[src/rtl/pid_pkg.sv]
`default_nettype none

package pid_pkg;

    // Number format
    localparam int DATA_WIDTH = 32;
    localparam int FRAC_BITS  = 16;
    localparam int DT_WIDTH   = 16;

    // Packed stream widths
    localparam int IN_W  = DATA_WIDTH + DT_WIDTH;
    localparam int OUT_W = DATA_WIDTH;

    // Configuration port
    localparam int CAP_W     = DATA_WIDTH - 1;
    localparam int CFG_IDX_W = 3;

    localparam logic [CFG_IDX_W-1:0] REG_TARGET    = 3'd0;
    localparam logic [CFG_IDX_W-1:0] REG_GAIN_P    = 3'd1;
    localparam logic [CFG_IDX_W-1:0] REG_GAIN_I    = 3'd2;
    localparam logic [CFG_IDX_W-1:0] REG_GAIN_D    = 3'd3;
    localparam logic [CFG_IDX_W-1:0] REG_DRIVE_CAP = 3'd4;
    localparam logic [CFG_IDX_W-1:0] REG_SUM_CAP   = 3'd5;

    // Divider: dividend is |change| with DT_WIDTH zero bits appended, two bits per cycle
    localparam int DIV_W     = DATA_WIDTH + DT_WIDTH;
    localparam int DIV_ITERS = DIV_W / 2;
    localparam int CNT_W     = $clog2(DIV_ITERS);

    // Datapath commands
    localparam int OP_W = 4;

    localparam logic [OP_W-1:0] OP_NONE   = 4'd0;
    localparam logic [OP_W-1:0] OP_LOAD   = 4'd1;
    localparam logic [OP_W-1:0] OP_ERR    = 4'd2;
    localparam logic [OP_W-1:0] OP_PREP   = 4'd3;
    localparam logic [OP_W-1:0] OP_DIV    = 4'd4;
    localparam logic [OP_W-1:0] OP_INTEG  = 4'd5;
    localparam logic [OP_W-1:0] OP_MUL_I  = 4'd6;
    localparam logic [OP_W-1:0] OP_MUL_D  = 4'd7;
    localparam logic [OP_W-1:0] OP_TERM_D = 4'd8;
    localparam logic [OP_W-1:0] OP_SUM    = 4'd9;

    typedef struct packed {
        logic [OP_W-1:0] op;
    } pid_cmd_t;

    typedef struct packed {
        logic out_free;   // output register empty or being taken this cycle
    } pid_sts_t;

endpackage

`default_nettype wire

[src/rtl/pid_ctrl.sv]
`default_nettype none

module pid_ctrl
    import pid_pkg::*;
(
    input  wire logic     clk,
    input  wire logic     rst_n,
    input  wire logic     s_tvalid,
    output logic          s_tready,
    input  wire pid_sts_t sts,
    output pid_cmd_t      cmd
);

    localparam logic [3:0] ST_IDLE   = 4'd0;
    localparam logic [3:0] ST_ERR    = 4'd1;
    localparam logic [3:0] ST_PREP   = 4'd2;
    localparam logic [3:0] ST_DIV    = 4'd3;
    localparam logic [3:0] ST_INTEG  = 4'd4;
    localparam logic [3:0] ST_MUL_I  = 4'd5;
    localparam logic [3:0] ST_MUL_D  = 4'd6;
    localparam logic [3:0] ST_TERM_D = 4'd7;
    localparam logic [3:0] ST_SUM    = 4'd8;

    localparam logic [CNT_W-1:0] DIV_LAST = CNT_W'(DIV_ITERS - 1);

    logic [3:0]       state_reg;
    logic [3:0]       state_next;
    logic [CNT_W-1:0] div_cnt_reg;
    logic [CNT_W-1:0] div_cnt_next;

    assign s_tready = (state_reg == ST_IDLE);

    // Sequencer
    always_comb
    begin
        state_next   = state_reg;
        div_cnt_next = div_cnt_reg;
        cmd.op       = OP_NONE;
        case (state_reg)
            ST_IDLE:
            begin
                if (s_tvalid)
                begin
                    cmd.op     = OP_LOAD;
                    state_next = ST_ERR;
                end
            end
            ST_ERR:
            begin
                cmd.op     = OP_ERR;
                state_next = ST_PREP;
            end
            ST_PREP:
            begin
                cmd.op       = OP_PREP;
                div_cnt_next = '0;
                state_next   = ST_DIV;
            end
            ST_DIV:
            begin
                cmd.op       = OP_DIV;
                div_cnt_next = div_cnt_reg + 1'b1;
                if (div_cnt_reg == DIV_LAST)
                begin
                    state_next = ST_INTEG;
                end
            end
            ST_INTEG:
            begin
                cmd.op     = OP_INTEG;
                state_next = ST_MUL_I;
            end
            ST_MUL_I:
            begin
                cmd.op     = OP_MUL_I;
                state_next = ST_MUL_D;
            end
            ST_MUL_D:
            begin
                cmd.op     = OP_MUL_D;
                state_next = ST_TERM_D;
            end
            ST_TERM_D:
            begin
                cmd.op     = OP_TERM_D;
                state_next = ST_SUM;
            end
            ST_SUM:
            begin
                // wait for room in the output register
                if (sts.out_free)
                begin
                    cmd.op     = OP_SUM;
                    state_next = ST_IDLE;
                end
            end
            default:
            begin
                state_next = ST_IDLE;
            end
        endcase
    end

    always_ff @(posedge clk or negedge rst_n)
    begin
        if (!rst_n)
        begin
            state_reg   <= ST_IDLE;
            div_cnt_reg <= '0;
        end
        else
        begin
            state_reg   <= state_next;
            div_cnt_reg <= div_cnt_next;
        end
    end

    // An accepted transaction always starts the error step
    a_accept_to_err: assert property (@(posedge clk) disable iff (!rst_n)
        (s_tvalid && s_tready) |=> (state_reg == ST_ERR))
        else $error("accepted item did not start processing");

    // The divider runs exactly DIV_ITERS iterations before the integral step
    a_div_length: assert property (@(posedge clk) disable iff (!rst_n)
        (state_reg == ST_PREP) |-> ##DIV_ITERS (state_reg == ST_DIV) ##1 (state_reg == ST_INTEG))
        else $error("divider iteration count wrong");

endmodule

`default_nettype wire

[src/rtl/pid_dp.sv]
`default_nettype none

module pid_dp
    import pid_pkg::*;
(
    input  wire logic                 clk,
    input  wire logic                 rst_n,
    input  wire pid_cmd_t             cmd,
    output pid_sts_t                  sts,
    input  wire logic                 cfg_we,
    input  wire logic [CFG_IDX_W-1:0] cfg_index,
    input  wire logic [DATA_WIDTH-1:0] cfg_data,
    input  wire logic [IN_W-1:0]      s_tdata,
    output logic                      m_tvalid,
    input  wire logic                 m_tready,
    output logic [OUT_W-1:0]          m_tdata,
    output logic                      m_tuser
);

    localparam int SAT_W  = 2 * DATA_WIDTH + 2;
    localparam int PROD_W = 2 * DATA_WIDTH + 1;
    localparam logic [DIV_W-1:0] DIV_LIM = DIV_W'(1) << (DATA_WIDTH - 1);
    localparam logic signed [DATA_WIDTH-1:0] VAL_MAX = {1'b0, {(DATA_WIDTH - 1){1'b1}}};
    localparam logic signed [DATA_WIDTH-1:0] VAL_MIN = {1'b1, {(DATA_WIDTH - 1){1'b0}}};

    // Saturate a wide signed value to DATA_WIDTH bits
    function automatic logic signed [DATA_WIDTH-1:0] sat_val(input logic signed [SAT_W-1:0] x);
        logic [SAT_W-DATA_WIDTH:0] top;
        top = x[SAT_W-1:DATA_WIDTH-1];
        if (top == '0 || top == '1)
        begin
            return x[DATA_WIDTH-1:0];
        end
        else if (x[SAT_W-1])
        begin
            return VAL_MIN;
        end
        return VAL_MAX;
    endfunction

    // Symmetric clamp; returns {hit, value}
    function automatic logic [DATA_WIDTH:0] clamp_sym(input logic signed [DATA_WIDTH-1:0] x,
                                                       input logic [CAP_W-1:0] cap);
        logic signed [DATA_WIDTH:0] cap_s;
        logic signed [DATA_WIDTH:0] ncap_s;
        logic signed [DATA_WIDTH:0] x_s;
        cap_s  = $signed({2'b00, cap});
        ncap_s = -cap_s;
        x_s    = (DATA_WIDTH + 1)'(x);
        if (x_s > cap_s)
        begin
            return {1'b1, cap_s[DATA_WIDTH-1:0]};
        end
        else if (x_s < ncap_s)
        begin
            return {1'b1, ncap_s[DATA_WIDTH-1:0]};
        end
        return {1'b0, x};
    endfunction

    // Configuration
    logic signed [DATA_WIDTH-1:0] target_reg, target_next;
    logic signed [DATA_WIDTH-1:0] gain_p_reg, gain_p_next;
    logic signed [DATA_WIDTH-1:0] gain_i_reg, gain_i_next;
    logic signed [DATA_WIDTH-1:0] gain_d_reg, gain_d_next;
    logic [CAP_W-1:0]             drive_cap_reg, drive_cap_next;
    logic [CAP_W-1:0]             sum_cap_reg, sum_cap_next;

    // Controller state
    logic signed [DATA_WIDTH-1:0] sum_reg, sum_next;
    logic signed [DATA_WIDTH-1:0] prev_err_reg, prev_err_next;
    logic                         out_valid_reg, out_valid_next;

    // Working registers
    logic signed [DATA_WIDTH-1:0] meas_reg, meas_next;
    logic [DT_WIDTH-1:0]          dt_reg, dt_next;
    logic signed [DATA_WIDTH-1:0] err_reg, err_next;
    logic                         neg_reg, neg_next;
    logic [DIV_W-1:0]             quo_reg, quo_next;
    logic [DT_WIDTH-1:0]          rem_reg, rem_next;
    logic signed [PROD_W-1:0]     prod_reg, prod_next;
    logic signed [DATA_WIDTH-1:0] deriv_reg, deriv_next;
    logic signed [DATA_WIDTH-1:0] term_p_reg, term_p_next;
    logic signed [DATA_WIDTH-1:0] term_i_reg, term_i_next;
    logic signed [DATA_WIDTH-1:0] term_d_reg, term_d_next;
    logic signed [DATA_WIDTH-1:0] drive_reg, drive_next;
    logic                         clamped_reg, clamped_next;

    // Combinational helpers
    logic signed [DATA_WIDTH:0]   mul_a;
    logic signed [DATA_WIDTH-1:0] mul_b;
    logic signed [DATA_WIDTH-1:0] change;
    logic [DATA_WIDTH-1:0]        change_mag;
    logic [DT_WIDTH:0]            div_r1;
    logic [DT_WIDTH:0]            div_r2;
    logic [DT_WIDTH-1:0]          div_rem1;
    logic                         div_b1;
    logic                         div_b2;
    logic signed [DATA_WIDTH-1:0] gain_scaled;
    logic signed [DATA_WIDTH-1:0] inc;
    logic signed [DATA_WIDTH-1:0] sum_sat;
    logic signed [DATA_WIDTH-1:0] acc_sat;
    logic [DATA_WIDTH:0]          sum_clamp;
    logic [DATA_WIDTH:0]          acc_clamp;

    // Shared multiplier operand select
    always_comb
    begin
        mul_a = (DATA_WIDTH + 1)'(gain_p_reg);
        mul_b = err_reg;
        case (cmd.op)
            OP_PREP:
            begin
                mul_a = $signed({{(DATA_WIDTH + 1 - DT_WIDTH){1'b0}}, dt_reg});
                mul_b = err_reg;
            end
            OP_INTEG:
            begin
                mul_a = (DATA_WIDTH + 1)'(gain_p_reg);
                mul_b = err_reg;
            end
            OP_MUL_I:
            begin
                mul_a = (DATA_WIDTH + 1)'(gain_i_reg);
                mul_b = sum_reg;
            end
            OP_MUL_D:
            begin
                mul_a = (DATA_WIDTH + 1)'(gain_d_reg);
                mul_b = deriv_reg;
            end
            default:
            begin
                mul_a = (DATA_WIDTH + 1)'(gain_p_reg);
                mul_b = err_reg;
            end
        endcase
    end

    // Error change and its magnitude for the divider
    assign change     = sat_val(SAT_W'(err_reg) - SAT_W'(prev_err_reg));
    assign change_mag = change[DATA_WIDTH-1] ? DATA_WIDTH'(~change + 1'b1) : change;

    // Two restoring division steps
    always_comb
    begin
        div_r1 = {rem_reg, quo_reg[DIV_W-1]};
        div_b1 = (div_r1 >= {1'b0, dt_reg});
        if (div_b1)
        begin
            div_r1 = div_r1 - {1'b0, dt_reg};
        end
        div_rem1 = div_r1[DT_WIDTH-1:0];
        div_r2   = {div_rem1, quo_reg[DIV_W-2]};
        div_b2   = (div_r2 >= {1'b0, dt_reg});
        if (div_b2)
        begin
            div_r2 = div_r2 - {1'b0, dt_reg};
        end
    end

    // Product post-processing
    assign gain_scaled = sat_val(SAT_W'(prod_reg >>> FRAC_BITS));
    assign inc         = sat_val(SAT_W'(prod_reg >>> DT_WIDTH));
    assign sum_sat     = sat_val(SAT_W'(sum_reg) + SAT_W'(inc));
    assign sum_clamp   = clamp_sym(sum_sat, sum_cap_reg);
    assign acc_sat     = sat_val(SAT_W'(term_p_reg) + SAT_W'(term_i_reg) + SAT_W'(term_d_reg));
    assign acc_clamp   = clamp_sym(acc_sat, drive_cap_reg);

    // Next-state logic
    always_comb
    begin
        target_next    = target_reg;
        gain_p_next    = gain_p_reg;
        gain_i_next    = gain_i_reg;
        gain_d_next    = gain_d_reg;
        drive_cap_next = drive_cap_reg;
        sum_cap_next   = sum_cap_reg;
        sum_next       = sum_reg;
        prev_err_next  = prev_err_reg;
        out_valid_next = out_valid_reg;
        meas_next      = meas_reg;
        dt_next        = dt_reg;
        err_next       = err_reg;
        neg_next       = neg_reg;
        quo_next       = quo_reg;
        rem_next       = rem_reg;
        prod_next      = prod_reg;
        deriv_next     = deriv_reg;
        term_p_next    = term_p_reg;
        term_i_next    = term_i_reg;
        term_d_next    = term_d_reg;
        drive_next     = drive_reg;
        clamped_next   = clamped_reg;

        // result taken
        if (out_valid_reg && m_tready)
        begin
            out_valid_next = 1'b0;
        end

        // register writes
        if (cfg_we)
        begin
            case (cfg_index)
                REG_TARGET:
                begin
                    target_next = cfg_data;
                    sum_next    = '0;
                end
                REG_GAIN_P:    gain_p_next    = cfg_data;
                REG_GAIN_I:    gain_i_next    = cfg_data;
                REG_GAIN_D:    gain_d_next    = cfg_data;
                REG_DRIVE_CAP: drive_cap_next = cfg_data[CAP_W-1:0];
                REG_SUM_CAP:   sum_cap_next   = cfg_data[CAP_W-1:0];
                default:
                begin
                end
            endcase
        end

        case (cmd.op)
            OP_LOAD:
            begin
                meas_next = s_tdata[DATA_WIDTH-1:0];
                dt_next   = s_tdata[IN_W-1:DATA_WIDTH];
            end
            OP_ERR:
            begin
                err_next = sat_val(SAT_W'(target_reg) - SAT_W'(meas_reg));
            end
            OP_PREP:
            begin
                neg_next  = change[DATA_WIDTH-1];
                quo_next  = {change_mag, {DT_WIDTH{1'b0}}};
                rem_next  = '0;
                prod_next = PROD_W'(mul_a) * PROD_W'(mul_b);
            end
            OP_DIV:
            begin
                quo_next = {quo_reg[DIV_W-3:0], div_b1, div_b2};
                rem_next = div_r2[DT_WIDTH-1:0];
            end
            OP_INTEG:
            begin
                // finish derivative, update integral, start proportional product
                if (dt_reg == '0)
                begin
                    deriv_next = '0;
                end
                else if (neg_reg)
                begin
                    if (quo_reg > DIV_LIM)
                    begin
                        deriv_next = VAL_MIN;
                    end
                    else
                    begin
                        deriv_next = DATA_WIDTH'(~quo_reg[DATA_WIDTH-1:0] + 1'b1);
                    end
                end
                else if (quo_reg >= DIV_LIM)
                begin
                    deriv_next = VAL_MAX;
                end
                else
                begin
                    deriv_next = quo_reg[DATA_WIDTH-1:0];
                end
                sum_next  = sum_clamp[DATA_WIDTH-1:0];
                prod_next = PROD_W'(mul_a) * PROD_W'(mul_b);
            end
            OP_MUL_I:
            begin
                term_p_next = gain_scaled;
                prod_next   = PROD_W'(mul_a) * PROD_W'(mul_b);
            end
            OP_MUL_D:
            begin
                term_i_next = gain_scaled;
                prod_next   = PROD_W'(mul_a) * PROD_W'(mul_b);
            end
            OP_TERM_D:
            begin
                term_d_next = gain_scaled;
            end
            OP_SUM:
            begin
                drive_next     = acc_clamp[DATA_WIDTH-1:0];
                clamped_next   = acc_clamp[DATA_WIDTH];
                out_valid_next = 1'b1;
                prev_err_next  = err_reg;
            end
            default:
            begin
            end
        endcase
    end

    // Control and configuration state
    always_ff @(posedge clk or negedge rst_n)
    begin
        if (!rst_n)
        begin
            target_reg    <= '0;
            gain_p_reg    <= '0;
            gain_i_reg    <= '0;
            gain_d_reg    <= '0;
            drive_cap_reg <= '0;
            sum_cap_reg   <= '0;
            sum_reg       <= '0;
            prev_err_reg  <= '0;
            out_valid_reg <= 1'b0;
        end
        else
        begin
            target_reg    <= target_next;
            gain_p_reg    <= gain_p_next;
            gain_i_reg    <= gain_i_next;
            gain_d_reg    <= gain_d_next;
            drive_cap_reg <= drive_cap_next;
            sum_cap_reg   <= sum_cap_next;
            sum_reg       <= sum_next;
            prev_err_reg  <= prev_err_next;
            out_valid_reg <= out_valid_next;
        end
    end

    // Payload registers
    always_ff @(posedge clk)
    begin
        meas_reg    <= meas_next;
        dt_reg      <= dt_next;
        err_reg     <= err_next;
        neg_reg     <= neg_next;
        quo_reg     <= quo_next;
        rem_reg     <= rem_next;
        prod_reg    <= prod_next;
        deriv_reg   <= deriv_next;
        term_p_reg  <= term_p_next;
        term_i_reg  <= term_i_next;
        term_d_reg  <= term_d_next;
        drive_reg   <= drive_next;
        clamped_reg <= clamped_next;
    end

    assign sts.out_free = !out_valid_reg || m_tready;
    assign m_tvalid     = out_valid_reg;
    assign m_tdata      = drive_reg;
    assign m_tuser      = clamped_reg;

    // A new result never overwrites one still waiting
    a_no_overwrite: assert property (@(posedge clk) disable iff (!rst_n)
        (cmd.op == OP_SUM) |-> (!out_valid_reg || m_tready))
        else $error("result overwritten before transaction");

    // The integral lies within its cap right after an update
    a_sum_in_cap: assert property (@(posedge clk) disable iff (!rst_n)
        (cmd.op == OP_INTEG && !cfg_we) |=>
        (((DATA_WIDTH + 1)'(sum_reg) <= $signed({2'b00, sum_cap_reg}))
        && ((DATA_WIDTH + 1)'(sum_reg) >= -$signed({2'b00, sum_cap_reg}))))
        else $error("integral outside its cap");

endmodule

`default_nettype wire

[src/rtl/pid_controller.sv]
`default_nettype none

// Channel   Direction  Signals                       Contents (low bits first)
// s_axis    in         s_tvalid s_tready s_tdata     measured[31:0], step_time[47:32]
// m_axis    out        m_tvalid m_tready m_tdata     drive[31:0]; m_tuser = drive_clamped
// cfg       in         cfg_we cfg_index cfg_data     0 target .. 5 sum_cap, one write per cycle
//
// An item runs through the error, prep, division, integral, gain product and sum
// steps before its result is valid, and the next item is accepted only once the
// sequencer is idle again; the 48-bit derivative division at two quotient bits
// per cycle takes most of that time. The shared 33x32 multiplier forms the integral
// product ahead of the division and the three gain products after it.
// Input is taken only while the sequencer is idle; a new item may enter while
// the previous result still waits in the output register, and the sequencer
// holds its final step until that register is free.
// Reset (rst_n, asynchronous) clears the sequencer, the configuration registers,
// the integral, the last error and the output valid; working registers load before use.

module pid_controller
    import pid_pkg::*;
(
    input  wire logic                  clk,
    input  wire logic                  rst_n,
    input  wire logic                  s_tvalid,
    output logic                       s_tready,
    input  wire logic [IN_W-1:0]       s_tdata,   // measured, step_time
    output logic                       m_tvalid,
    input  wire logic                  m_tready,
    output logic [OUT_W-1:0]           m_tdata,   // drive
    output logic                       m_tuser,   // drive_clamped
    input  wire logic                  cfg_we,
    input  wire logic [CFG_IDX_W-1:0]  cfg_index,
    input  wire logic [DATA_WIDTH-1:0] cfg_data
);

    pid_cmd_t cmd;
    pid_sts_t sts;

    pid_ctrl u_ctrl (
        .clk      (clk),
        .rst_n    (rst_n),
        .s_tvalid (s_tvalid),
        .s_tready (s_tready),
        .sts      (sts),
        .cmd      (cmd)
    );

    pid_dp u_dp (
        .clk       (clk),
        .rst_n     (rst_n),
        .cmd       (cmd),
        .sts       (sts),
        .cfg_we    (cfg_we),
        .cfg_index (cfg_index),
        .cfg_data  (cfg_data),
        .s_tdata   (s_tdata),
        .m_tvalid  (m_tvalid),
        .m_tready  (m_tready),
        .m_tdata   (m_tdata),
        .m_tuser   (m_tuser)
    );

endmodule

`default_nettype wire

[config.mk]
export PLATFORM = sky130hd
export DESIGN_NAME = pid_controller
export DESIGN_NICKNAME = d
export VERILOG_FILES = /design/src/rtl/pid_pkg.sv /design/src/rtl/pid_ctrl.sv /design/src/rtl/pid_dp.sv /design/src/rtl/pid_controller.sv
export SDC_FILE = /design/constraint.sdc
export NUM_CORES = 2
export LEC_CHECK = 0
export BUFFER_PORTS_ARGS = -buffer_cell sky130_fd_sc_hd__buf_2
export CORE_MARGIN = 4
export CORE_UTILIZATION = 65
export CTS_CLUSTER_DIAMETER = 30
export CTS_CLUSTER_SIZE = 20
export DETAILED_ROUTE_END_ITERATION = 8
export GPL_TIMING_DRIVEN = 1
export PLACE_DENSITY = 0.87
export RECOVER_POWER = 50
export SYNTH_ARGS = -nofsm -noshare
export SYNTH_HDL_FRONTEND = slang
export SYNTH_SLANG_ARGS = --single-unit
[constraint.sdc]
create_clock -name clk -period 26.4 [get_ports clk]
set_input_delay 2.64 -clock clk [delete_from_list [all_inputs] [get_ports clk]]
set_output_delay 2.64 -clock clk [all_outputs]
set_load 0.02 [all_outputs]
==> metrics.md <==
| Metric | Value |
|---|---|
| Run status | complete, but fails checks |
| Violated checks | max-capacitance violations, max-slew violations |
| Most common cell after layout, fill and taps aside | inv_1 |
| WL/cell | 26.6 um |
| CP peak stage delay | 820 ps |
| Ys flop type | edfxtp_1 |
| Warnings, synthesis | 0 |
| Nets@finish | 9,587 |
| Pin count of the biggest net entering global routing | 154 |
| Sequential fraction of the synthesis area | 23.1% |
| Hold_buf cts | 0 |
| Syn Std Cell Area | 0.0749 mm^2 |
| Worst-path clk slew | 40 ps |
| TritonCTS Buffers | 133 |
| Vias | 61.7k |
| DRC | 0 |
| Final hold violation count | 0 |
| Hold path depth | 1 |
| Worst r2r path cells | 34 |
| DR vias/cell | 6.46 |
| Die area | 0.121 mm^2 |
| Max Root-Sink Buffers | 3 |
| Startpoint types | primary input |
| Io pins | 123 |
| CTS tree | done |
| Chip width | 347 um |
| Yosys reg bits | 619 |
| Post-synthesis async set-or-reset flop share | 42.6% |
| Most frequent cell on the critical path | fa_1 |
| Initial Utilization | 65.5% |
| Hold Crit Class | register to register |
| Setup Skew | 29.7 ps |
| Syn avg cell area | 9.56 um^2 |
| P&R area growth vs syn | 9.46% |
| Max reg flops | 49 |
| Number of global-route vias before repair | 64.4k |
| Layout cells sized above 1 | 9.38% |
| Row Count | 124 |
| Setup violations, final | 0 |
| Drt initial violations | 6,976 |
| Root buffer selected by CTS | clkbuf_16 |
| Post-cts resize count | 0 |
| CP Data Required Time | 26,930 ps |
| Syn nets | 9,525 |
| Post-synthesis cell type count | 101 |
| Initial antenna violation count | 22 |
| Share of the synthesized area in the top cell type | 30.1% |
| Post-synth top area cell | fa_1 |
| Crit path DAT | 14,090 ps |
| Most frequent cells in the layout | inv_1, fa_1, nand2_1 |
| Die Ht | 347 um |
| CP max stage cell | fa_1 |
| Detailed Place HPWL | 190 mm |
| First-pass GRT wire length | 386 mm |
| Postcts setup bufs | 0 |
| Number of port buffers | 122 |
| Mapped Cells | 7,834 |
| DRT antenna net count | 0 |
| Setup crit end kind | register |
| Kind of critical path | primary input to register |
| Final Max Tran Viols | 715 |
| Core ar. | 0.114 mm^2 |
| Total number of H-tree levels | 4 |
| Relative slew slack | -351% |
| Final Critical Period | 13,560 ps |
| Main area contributors after synthesis | fa_1, edfxtp_1, dfrtp_1 |
| Max Cap Violations | 16 |
| Grt ovf | 0 |
| RePlAce Congestion | 1.08 |
| Max Clock Freq | 0.0737 GHz |
| Fin crit share | 51.4% |
| Detailed Route WL | 254 mm |
| Clk sink count | 619 |
| TritonRoute pass-1 iters | 9 |
| Worst skew pair latency | 780 ps |
| RSZ-0062 raised after global routing | no |
| Overall global routing resource usage | 42.5% |
| Setup_tns | 0 ps |
| Critical Path Fanout Max | 39 |
| Post-synth EDFFs | 355 |
| Worst-Margin Slew | 6770 ps |
[cell families after synthesis]
family                   synth area share, %
AND/OR/NAND/NOR                         13.1
flip-flops                              23.1
adder cells (fa/ha/maj)                 38.2
XOR/XNOR                                3.08
multiplexers                            3.28
buffers and inverters                   7.79
AO/OA/AOI/OAI                           11.4
[worst max-delay path: cells and delay by family]
family	cells	cell delay, ps
mux	1	320
buf+inv	6	1330
xor+xnor	1	130
simple gates	8	2190
fa+ha+maj	9	5270
compound gates	5	2120
[per-stage QoR]
step                      util, %  std cells  setup WS [ps]  cell area [um^2]  hold slack [ps]
after CTS                    71.7       9520          12970             82000              504
after detailed placement     67.8       9273          12300             77500              492
after global routing         71.7       9535          12280             81900              517
after global placement       67.8       9273          12570             77500              476
after floorplan                 -       7834          14100             74900              454
final                        71.7       9544          12840             82000              503
[synth_stat cells (47+ instances only)]
cell	instances
inv_1	1206
fa_1	1127
nand2_1	978
nor2_1	683
ha_1	476
a21oi_1	393
edfxtp_1	355
clkbuf_1	300
o21ai_0	286
dfrtp_1	264
a21o_1	207
xnor2_1	183
mux2_2	180
nor3_1	88
xor2_1	80
nand3_1	77
nand4_1	62
a211oi_1	61
o21a_1	53
nand2b_1	47
[path summary, 6_finish.rpt]
path                                                 startpoint                            endpoint  slack (ps)
worst min register to register  u_dp.gain_d_reg[28]$_DFFE_PN0P_     u_dp.gain_d_reg[28]$_DFFE_PN0P_         500
worst max-delay path                                   s_tvalid         u_dp.prod_reg[61]$_DFFE_PP_       12840
min in group asynchronous                                 rst_n    u_dp.prev_err_reg[3]$_DFFE_PN0P_        4400
worst min-delay path            u_dp.gain_d_reg[28]$_DFFE_PN0P_     u_dp.gain_d_reg[28]$_DFFE_PN0P_         500
max in group asynchronous                                 rst_n  u_dp.drive_cap_reg[30]$_DFFE_PN0P_       18150
worst max register to register      u_dp.prod_reg[64]$_DFFE_PP_         u_dp.sum_reg[6]$_DFFE_PN0P_       13110
[per-layer routing]
layer | up-vias | global-route usage [%] | routed length, um
met2 | 4106 | 63.5 | 110000
met3 | 1227 | 16.4 | 35100
met4 | 16 | 29.3 | 22400
met5 | - | 0 | 98
met1 | 30495 | 51.0 | 86400
li1 | 25841 | - | -
[layout make-up]
type,instances,area [um^2]
Fill cell,8081,32400
Tap cell,1512,1890
Multi-Input combinational cell,5669,52100
Timing Repair Buffer,263,1610
Clock inverter,92,1010
Clock buffer,155,3510
Antenna cell,24,60.1
Inverter,1210,4540
Sequential cell,619,17300
Power is not shown: default switching activity piles up to over one toggle a cycle in this logic, so the estimate is an artifact.
